==> config.mk <==
export PLATFORM = sky130hd
export DESIGN_NAME = nec_ir_frame_decoder
export DESIGN_NICKNAME = d
export VERILOG_FILES = /design/src/hdl/necir_pkg.sv /design/src/hdl/necir_classify.sv /design/src/hdl/nec_ir_frame_decoder.sv
export SDC_FILE = /design/constraint.sdc
export NUM_CORES = 1
export LEC_CHECK = 0
export BUFFER_PORTS_ARGS = -buffer_cell sky130_fd_sc_hd__clkbuf_2
export CORE_ASPECT_RATIO = 1.1
export CORE_UTILIZATION = 55
export CTS_BUF_LIST = sky130_fd_sc_hd__clkbuf_4 sky130_fd_sc_hd__clkbuf_8 sky130_fd_sc_hd__clkbuf_16
export DETAILED_ROUTE_END_ITERATION = 8
export GPL_TIMING_DRIVEN = 0
export HOLD_SLACK_MARGIN = 0.12
export PLACE_DENSITY = 0.75
export SLEW_MARGIN = 20
export SYNTH_ARGS = -nofsm -noshare
export SYNTH_HDL_FRONTEND = slang
export SYNTH_SLANG_ARGS = --single-unit
==> constraint.sdc <==
create_clock -name clk -period 7 [get_ports clk]
set_input_delay 0.35 -clock clk [delete_from_list [all_inputs] [get_ports clk]]
set_output_delay 0.35 -clock clk [all_outputs]
set_load 0.01 [all_outputs]
==> src/hdl/necir_pkg.sv <==
// ----------------------------------------------------------------------------
// necir_pkg
// Shared types, constants and helpers for the NEC IR frame decoder.
// ----------------------------------------------------------------------------
`default_nettype none

package necir_pkg;

    typedef enum logic [2:0] {
        SYM_ZERO   = 3'd0,
        SYM_ONE    = 3'd1,
        SYM_HEADER = 3'd2,
        SYM_STOP   = 3'd3,
        SYM_NONE   = 3'd4
    } necir_sym_t;

    typedef enum logic [2:0] {
        REG_BIT_MARK    = 3'd0,
        REG_ZERO_SPACE  = 3'd1,
        REG_ONE_SPACE   = 3'd2,
        REG_HDR_MARK    = 3'd3,
        REG_HDR_SPACE   = 3'd4,
        REG_BIT_TOL     = 3'd5,
        REG_HDR_TOL     = 3'd6,
        REG_STOP_TOL    = 3'd7
    } necir_reg_t;

    typedef struct packed {
        logic [15:0] bit_mark_us;
        logic [15:0] zero_space_us;
        logic [15:0] one_space_us;
        logic [15:0] header_mark_us;
        logic [15:0] header_space_us;
        logic [15:0] bit_tolerance_us;
        logic [15:0] header_tolerance_us;
        logic [15:0] stop_tolerance_us;
    } necir_cfg_t;

    localparam logic [15:0] BIT_MARK_RST   = 16'd600;
    localparam logic [15:0] ZERO_SPACE_RST = 16'd600;
    localparam logic [15:0] ONE_SPACE_RST  = 16'd1600;
    localparam logic [15:0] HDR_MARK_RST   = 16'd9000;
    localparam logic [15:0] HDR_SPACE_RST  = 16'd4500;
    localparam logic [15:0] BIT_TOL_RST    = 16'd150;
    localparam logic [15:0] HDR_TOL_RST    = 16'd1500;
    localparam logic [15:0] STOP_TOL_RST   = 16'd150;

    localparam int DIGITS = 10;
    localparam logic [31:0] DIGIT_CODES [DIGITS] = '{
        32'hE916FF00, 32'hF30CFF00, 32'hE718FF00, 32'hA15EFF00, 32'hF708FF00,
        32'hE31CFF00, 32'hA55AFF00, 32'hBD42FF00, 32'hAD52FF00, 32'hB54AFF00
    };

    // |value - nominal| <= tol
    function automatic logic in_window(input logic [15:0] value, input logic [15:0] nominal,
                                       input logic [15:0] tol);
        logic [16:0] diff;
        logic [16:0] mag;
        begin
            diff = {1'b0, value} - {1'b0, nominal};
            mag  = diff[16] ? (17'd0 - diff) : diff;
            return mag <= {1'b0, tol};
        end
    endfunction

    // digit 0 is full brightness, digit k is k tenths, anything else is off
    function automatic logic [6:0] duty_for(input logic [31:0] code);
        logic [6:0] duty;
        begin
            duty = 7'd0;
            for (int k = 0; k < DIGITS; k++)
            begin
                if (code == DIGIT_CODES[k])
                    duty = (k == 0) ? 7'd100 : 7'(k * 10);
            end
            return duty;
        end
    endfunction

endpackage

`default_nettype wire

==> src/hdl/necir_classify.sv <==
// ----------------------------------------------------------------------------
// necir_classify
// Classifies a mark and the segment after it as zero, one, header or stop.
// ----------------------------------------------------------------------------
`default_nettype none

module necir_classify (
    input  wire necir_pkg::necir_cfg_t cfg,
    input  wire logic [15:0]           mark_us,
    input  wire logic                  second_is_space,
    input  wire logic [15:0]           second_us,
    output necir_pkg::necir_sym_t      symbol
);

    logic mark_bit;
    logic mark_hdr;
    logic mark_stop;
    logic sp_zero;
    logic sp_one;
    logic sp_hdr;

    assign mark_bit  = necir_pkg::in_window(mark_us, cfg.bit_mark_us, cfg.bit_tolerance_us);
    assign mark_hdr  = necir_pkg::in_window(mark_us, cfg.header_mark_us,
                                            cfg.header_tolerance_us);
    assign mark_stop = necir_pkg::in_window(mark_us, cfg.bit_mark_us, cfg.stop_tolerance_us);
    assign sp_zero   = necir_pkg::in_window(second_us, cfg.zero_space_us,
                                            cfg.bit_tolerance_us);
    assign sp_one    = necir_pkg::in_window(second_us, cfg.one_space_us, cfg.bit_tolerance_us);
    assign sp_hdr    = necir_pkg::in_window(second_us, cfg.header_space_us,
                                            cfg.header_tolerance_us);

    // stop only needs the mark, so it also matches when the next segment is a mark
    always_comb
    begin
        priority if (second_is_space && mark_bit && sp_zero)
            symbol = necir_pkg::SYM_ZERO;
        else if (second_is_space && mark_bit && sp_one)
            symbol = necir_pkg::SYM_ONE;
        else if (second_is_space && mark_hdr && sp_hdr)
            symbol = necir_pkg::SYM_HEADER;
        else if (mark_stop)
            symbol = necir_pkg::SYM_STOP;
        else
            symbol = necir_pkg::SYM_NONE;
    end

endmodule

`default_nettype wire

==> src/hdl/nec_ir_frame_decoder.sv <==
// ----------------------------------------------------------------------------
// nec_ir_frame_decoder
// NEC IR frame decoder with a digit-key dimmed PWM LED output.
// ----------------------------------------------------------------------------
// Takes one item per clock while m_axis_tready stays high: an item is
// registered at the input, decoded against the pairing/frame/PWM state and
// written to the result register. Every input item yields exactly one
// result item. Input stalls only when the result register is full and not
// being taken. Timing registers are written through wr_en/wr_index/wr_data
// and must be set while no item is in flight.
`default_nettype none

module nec_ir_frame_decoder #(
    parameter int PWM_STEPS  = 100,
    parameter int FRAME_BITS = 32
) (
    input  wire logic        clk,
    input  wire logic        rst_n,

    input  wire logic        wr_en,
    input  wire logic [2:0]  wr_index,
    input  wire logic [15:0] wr_data,

    input  wire logic        s_axis_tvalid,
    output logic             s_axis_tready,
    input  wire logic [15:0] s_axis_tdata,   // [15:0] duration_us
    input  wire logic [1:0]  s_axis_tuser,   // [0] pwm_tick, [1] segment_is_space

    output logic             m_axis_tvalid,
    input  wire logic        m_axis_tready,
    output logic [39:0]      m_axis_tdata,   // [31:0] key_code, [38:32] duty_percent,
                                             // [39] led_on
    output logic [3:0]       m_axis_tuser    // [2:0] symbol, [3] code_valid
);

    localparam int PW = $clog2(PWM_STEPS);
    localparam int BW = $clog2(FRAME_BITS + 1);
    localparam int IW = $clog2(FRAME_BITS);
    localparam logic [PW-1:0] PWM_LAST = PW'(PWM_STEPS - 1);
    localparam logic [BW-1:0] BITS_LAST = BW'(FRAME_BITS - 1);

    // configuration
    necir_pkg::necir_cfg_t cfg_reg;

    always_ff @(posedge clk or negedge rst_n)
    begin
        if (!rst_n)
        begin
            cfg_reg.bit_mark_us         <= necir_pkg::BIT_MARK_RST;
            cfg_reg.zero_space_us       <= necir_pkg::ZERO_SPACE_RST;
            cfg_reg.one_space_us        <= necir_pkg::ONE_SPACE_RST;
            cfg_reg.header_mark_us      <= necir_pkg::HDR_MARK_RST;
            cfg_reg.header_space_us     <= necir_pkg::HDR_SPACE_RST;
            cfg_reg.bit_tolerance_us    <= necir_pkg::BIT_TOL_RST;
            cfg_reg.header_tolerance_us <= necir_pkg::HDR_TOL_RST;
            cfg_reg.stop_tolerance_us   <= necir_pkg::STOP_TOL_RST;
        end
        else if (wr_en)
        begin
            unique case (necir_pkg::necir_reg_t'(wr_index))
                necir_pkg::REG_BIT_MARK:   cfg_reg.bit_mark_us         <= wr_data;
                necir_pkg::REG_ZERO_SPACE: cfg_reg.zero_space_us       <= wr_data;
                necir_pkg::REG_ONE_SPACE:  cfg_reg.one_space_us        <= wr_data;
                necir_pkg::REG_HDR_MARK:   cfg_reg.header_mark_us      <= wr_data;
                necir_pkg::REG_HDR_SPACE:  cfg_reg.header_space_us     <= wr_data;
                necir_pkg::REG_BIT_TOL:    cfg_reg.bit_tolerance_us    <= wr_data;
                necir_pkg::REG_HDR_TOL:    cfg_reg.header_tolerance_us <= wr_data;
                necir_pkg::REG_STOP_TOL:   cfg_reg.stop_tolerance_us   <= wr_data;
                default: ;
            endcase
        end
    end

    // input register
    logic        in_valid_reg;
    logic        in_tick_reg;
    logic        in_space_reg;
    logic [15:0] in_dur_reg;
    logic        advance;

    assign advance       = in_valid_reg && (!m_axis_tvalid || m_axis_tready);
    assign s_axis_tready = !in_valid_reg || advance;

    always_ff @(posedge clk or negedge rst_n)
    begin
        if (!rst_n)
            in_valid_reg <= 1'b0;
        else if (s_axis_tready)
            in_valid_reg <= s_axis_tvalid;
    end

    always_ff @(posedge clk)
    begin
        if (s_axis_tready && s_axis_tvalid)
        begin
            in_tick_reg  <= s_axis_tuser[0];
            in_space_reg <= s_axis_tuser[1];
            in_dur_reg   <= s_axis_tdata;
        end
    end

    // decoder state
    logic                  pending_valid_reg, pending_valid_next;
    logic [15:0]           pending_mark_reg, pending_mark_next;
    logic                  frame_active_reg, frame_active_next;
    logic [BW-1:0]         bits_reg, bits_next;
    logic [FRAME_BITS-1:0] shift_reg, shift_next;
    logic [6:0]            duty_reg, duty_next;
    logic [PW-1:0]         pwm_reg, pwm_next;
    logic                  led_reg, led_next;

    necir_pkg::necir_sym_t pair_sym;
    necir_pkg::necir_sym_t sym_next;
    logic                  valid_next;
    logic [31:0]           key_next;

    necir_classify u_classify (
        .cfg             (cfg_reg),
        .mark_us         (pending_mark_reg),
        .second_is_space (in_space_reg),
        .second_us       (in_dur_reg),
        .symbol          (pair_sym)
    );

    always_comb
    begin
        pending_valid_next = pending_valid_reg;
        pending_mark_next  = pending_mark_reg;
        frame_active_next  = frame_active_reg;
        bits_next          = bits_reg;
        shift_next         = shift_reg;
        duty_next          = duty_reg;
        pwm_next           = pwm_reg;
        led_next           = led_reg;
        sym_next           = necir_pkg::SYM_NONE;
        valid_next         = 1'b0;
        key_next           = 32'd0;

        if (in_tick_reg)
        begin
            pwm_next = (pwm_reg == PWM_LAST) ? '0 : pwm_reg + 1'b1;
            led_next = 7'(pwm_next) < duty_reg;
        end
        else if (!pending_valid_reg)
        begin
            if (!in_space_reg)
            begin
                pending_valid_next = 1'b1;
                pending_mark_next  = in_dur_reg;
            end
        end
        else
        begin
            sym_next = pair_sym;
            if (pair_sym == necir_pkg::SYM_NONE)
            begin
                // failed pair: a mark becomes the new candidate
                pending_valid_next = !in_space_reg;
                pending_mark_next  = in_space_reg ? 16'd0 : in_dur_reg;
            end
            else
            begin
                pending_valid_next = 1'b0;
                pending_mark_next  = 16'd0;
                if (pair_sym == necir_pkg::SYM_HEADER)
                begin
                    frame_active_next = 1'b1;
                    bits_next         = '0;
                    shift_next        = '0;
                end
                else if (frame_active_reg)
                begin
                    shift_next[bits_reg[IW-1:0]] = pair_sym[0];
                    if (bits_reg == BITS_LAST)
                    begin
                        valid_next        = 1'b1;
                        key_next          = 32'(shift_next);
                        duty_next         = necir_pkg::duty_for(32'(shift_next));
                        frame_active_next = 1'b0;
                        bits_next         = '0;
                    end
                    else
                        bits_next = bits_reg + 1'b1;
                end
            end
        end
    end

    always_ff @(posedge clk or negedge rst_n)
    begin
        if (!rst_n)
        begin
            pending_valid_reg <= 1'b0;
            pending_mark_reg  <= 16'd0;
            frame_active_reg  <= 1'b0;
            bits_reg          <= '0;
            shift_reg         <= '0;
            duty_reg          <= 7'd0;
            pwm_reg           <= '0;
            led_reg           <= 1'b0;
        end
        else if (advance)
        begin
            pending_valid_reg <= pending_valid_next;
            pending_mark_reg  <= pending_mark_next;
            frame_active_reg  <= frame_active_next;
            bits_reg          <= bits_next;
            shift_reg         <= shift_next;
            duty_reg          <= duty_next;
            pwm_reg           <= pwm_next;
            led_reg           <= led_next;
        end
    end

    // result register
    logic out_valid_reg;

    always_ff @(posedge clk or negedge rst_n)
    begin
        if (!rst_n)
            out_valid_reg <= 1'b0;
        else if (advance)
            out_valid_reg <= 1'b1;
        else if (m_axis_tready)
            out_valid_reg <= 1'b0;
    end

    always_ff @(posedge clk)
    begin
        if (advance)
        begin
            m_axis_tdata <= {led_next, duty_next, key_next};
            m_axis_tuser <= {valid_next, sym_next};
        end
    end

    assign m_axis_tvalid = out_valid_reg;

    // checks
    a_stall_only_when_blocked: assert property (@(posedge clk) disable iff (!rst_n)
        !s_axis_tready |-> (m_axis_tvalid && !m_axis_tready))
        else $error("input stalled while result path is free");

    a_bits_in_range: assert property (@(posedge clk) disable iff (!rst_n)
        bits_reg < BW'(FRAME_BITS))
        else $error("bit counter past frame length");

    a_code_needs_bit: assert property (@(posedge clk) disable iff (!rst_n)
        (m_axis_tvalid && m_axis_tuser[3]) |->
            (m_axis_tuser[2:0] == necir_pkg::SYM_ZERO ||
             m_axis_tuser[2:0] == necir_pkg::SYM_ONE ||
             m_axis_tuser[2:0] == necir_pkg::SYM_STOP))
        else $error("frame completed without a data symbol");

    a_key_zero_idle: assert property (@(posedge clk) disable iff (!rst_n)
        (m_axis_tvalid && !m_axis_tuser[3]) |-> (m_axis_tdata[31:0] == 32'd0))
        else $error("key code set without code_valid");

    a_pending_clear_after_pair: assert property (@(posedge clk) disable iff (!rst_n)
        (advance && !in_tick_reg && pending_valid_reg &&
         pair_sym != necir_pkg::SYM_NONE) |=> !pending_valid_reg)
        else $error("pending mark kept after a matched pair");

endmodule

`default_nettype wire
==> qor.txt <==
Clk Latency, worst-skew pair -> 0.58 ns
grt ovf -> 0
EDFF count, synth -> 62
synth cell count leaders -> nand2_1 (203), o21ai_0 (203), ha_1 (192)
cell count after synthesis -> 2,238
total track usage -> 31.4%
die width -> 184 µm
status -> complete, no violations
DRT Wirelength -> 59,200 µm
First DRT Iteration DRCs -> 1,448
Seq/Total Area, Yosys -> 34.7%
max FFs per register -> 128
Top Family by Delay on Critical Path -> compound AO/OA/AOI/OAI gates
part of the cycle the worst path needs -> 98.3%
clock power share -> 12.8%
Crit path depth -> 29
routed vias -> 18,138
Critical Path AT -> 7.30 ns
worst path bufs/invs -> 4
DR pass1 iterations -> 5
initial antenna violation count -> 1
Clock Sinks -> 263
Design Power -> 0.0128 W
M1 wire length -> 24,900 µm
crit path time final -> 6.88 ns
min-delay src -> wr_data[2]
Syn Nets -> 2,477
CP Launch Type -> flop
DRC violations left -> 0
IO Port Bufs -> 83
number of global-route vias before repair -> 17,196
Synth area leaders -> dfrtp_1 (21%), ha_1 (12%), edfxtp_1 (9.3%)
hold depth -> 3
worst reg2reg path depth -> 29
NetSw -> 0.00614 W
Max Slew Vio Count -> 0
largest net degree at the start of global routing -> 81
row count -> 72
Slowest-stage cell, CP -> a311o_1
LEAKAGE -> 10.2 nW
FMAX -> 145 MHz
Final WS setup -> 0.122 ns
Crit. Startpoint -> pending_mark_reg[0]
final net count -> 2,660
vias per cell -> 6.20
Hold Vio Cnt, Final -> 0
first-pass GRT wire length -> 91,300 µm
synthesized area -> 0.0200 mm²
Max FO, Critical Path -> 10
Core Area -> 0.0355 mm²
PwrDens -> 544 mW/mm²
Max Used Layer -> met4
Synth Flop Type -> dfrtp_1
#FFs+latches synth -> 263
Slew HR -> 26.2%
total negative slack -> 0 ns
met2 routed WL -> 27,000 µm
root buf cell -> clkbuf_16
Synth top area share -> 20.7%
WS Path Type -> reg -> reg
initial core utilization -> 56.3%
largest area contributor in the netlist -> dfrtp_1
Reg clk slew, reported paths -> 0.06 ns
Logic pwr share -> 71.0%
post-DP HPWL -> 41,900 µm
layout cells sized above 1 -> 20.3%
chip height -> 202 µm
DP Worst Slack -> -1.17 ns
CTS H-tree lvls -> 1
synthesized area per cell -> 8.93 µm²
Max-cap violations -> 0
Sw Ratio -> 48.0%
final design utilization -> 66.3%
final setup violation count -> 0
Max rail drop VDD -> 0.343 mV
r2r startpoint -> pending_mark_reg[0]
Hold WC Path Type -> in -> reg
wire per inst -> 20.2 µm
clock skew -> 0.0203 ns
CTS tree -> yes
RePlAce Congestion -> 0.930
Synth cell types -> 104
clk buf depth -> 3
die footprint -> 0.0371 mm²
CP required -> 7.42 ns
Met3 Wirelength -> 4270 µm
Post-DRT Antenna Nets -> 0
Area Overhead vs Synth -> 17.7%
sequential share of power -> 16.2%
I/O pin count -> 88
CP peak stage delay -> 0.45 ns
Post-synth ARST share -> 76.4%
CTS Buf Count -> 29
Slew @ Worst Pin -> 1.10 ns
RSZ-0062 raised after global routing -> true
worst reg-to-reg setup slack -> 0.12 ns
nature of the critical path endpoint -> flop
Internal -> 0.00664 W
Synth Warn # -> 0
==> cells by family after synthesis <==
group	count (synthesis)	share of synthesized area, %
adder cells (fa/ha/maj)	197	12.5
AND/OR/NAND/NOR	677	16.7
AO/OA/AOI/OAI	638	20.9
buffers and inverters	252	4.90
flip-flops	263	34.7
XOR/XNOR	123	5.39
multiplexers	88	4.88
==> power by group through the flow <==
stage               clock (W)  combinational (W)  sequential, W
global route          0.00173            0.00985        0.00210
finish                0.00164            0.00907        0.00207
global placement            0            0.00725        0.00209
detailed placement          0            0.00752        0.00209
CTS                   0.00166            0.00798        0.00207
floorplan                   0            0.00564        0.00203
==> final timing paths <==
| check | endpoint |
|---|---|
| max | m_axis_tdata[36] |
| min | cfg_reg[50] |
| max reg2reg | m_axis_tdata[36] |
| min reg2reg | led_reg |
| max in group asynchronous | shift_reg[3] |
| min in group asynchronous | cfg_reg[107] |
==> worst register-to-register path: cells and delay by family (launching register included) <==
kind | cells | cell delay, ns
and+or+nand+nor | 3 | 0.29
DFF | 1 | 0.36
buffers and inverters | 4 | 0.60
AOI/OAI and AO/OA | 18 | 4.49
xor gates and xnor gates | 1 | 0.17
adders and majority gates | 3 | 0.82
==> cell usage in the layout, fill, tap and decap left out, types with 48 or more instances in the layout <==
master | synthesis | layout
nand2_1 | 203 | 202
o21ai_0 | 203 | 192
ha_1 | 192 | 184
inv_1 | 168 | 165
dfrtp_1 | 165 | 164
nor2_1 | 168 | 161
a21oi_1 | 136 | 122
clkbuf_2 | 1 | 89
mux2_2 | 74 | 74
xnor2_1 | 79 | 70
edfxtp_1 | 62 | 62
a21o_1 | 55 | 54
nand3_1 | 53 | 51
clkbuf_1 | 70 | 50
buf_4 | 0 | 48
==> what timing repair did <==
item,in CTS,in global routing
buffers inserted,20,28
resized for setup,49,151
gates cloned,0,3
pin swaps,15,63
hold buffers,22,0
setup endpoints to repair,96,87
hold endpoints to repair,62,0
==> layout make-up <==
class	count	area (µm²)
diodes	1	2.50
plain buffers	77	382
clock buffers	48	937
clock inverters	6	98.8
fillers	2863	12000
inverters	168	631
multi-input cells	1723	12800
flip-flops and latches	263	6940
well taps	481	602
repair buffers	159	1120
==> per-stage QoR <==
step | std cells | instance area, µm² | hold slack, ns
after floorplan | 2238 | 20000 | 0.0544
after global placement | 2802 | 21000 | 0.463
after detailed placement | 2805 | 21100 | 0.323
after CTS | 2899 | 22700 | 0.152
after global routing | 2925 | 23500 | 0.177
final | 2926 | 23500 | 0.156
==> layer usage <==
layer / vias to the layer above / GRT usage [%]
li1: 8478 / -
met1: 8838 / 40.8
met2: 647 / 50.2
met3: 175 / 5.84
met4: 0 / 15.3
met5: - / 0
Note: power is estimated with default switching activity, not from simulation.
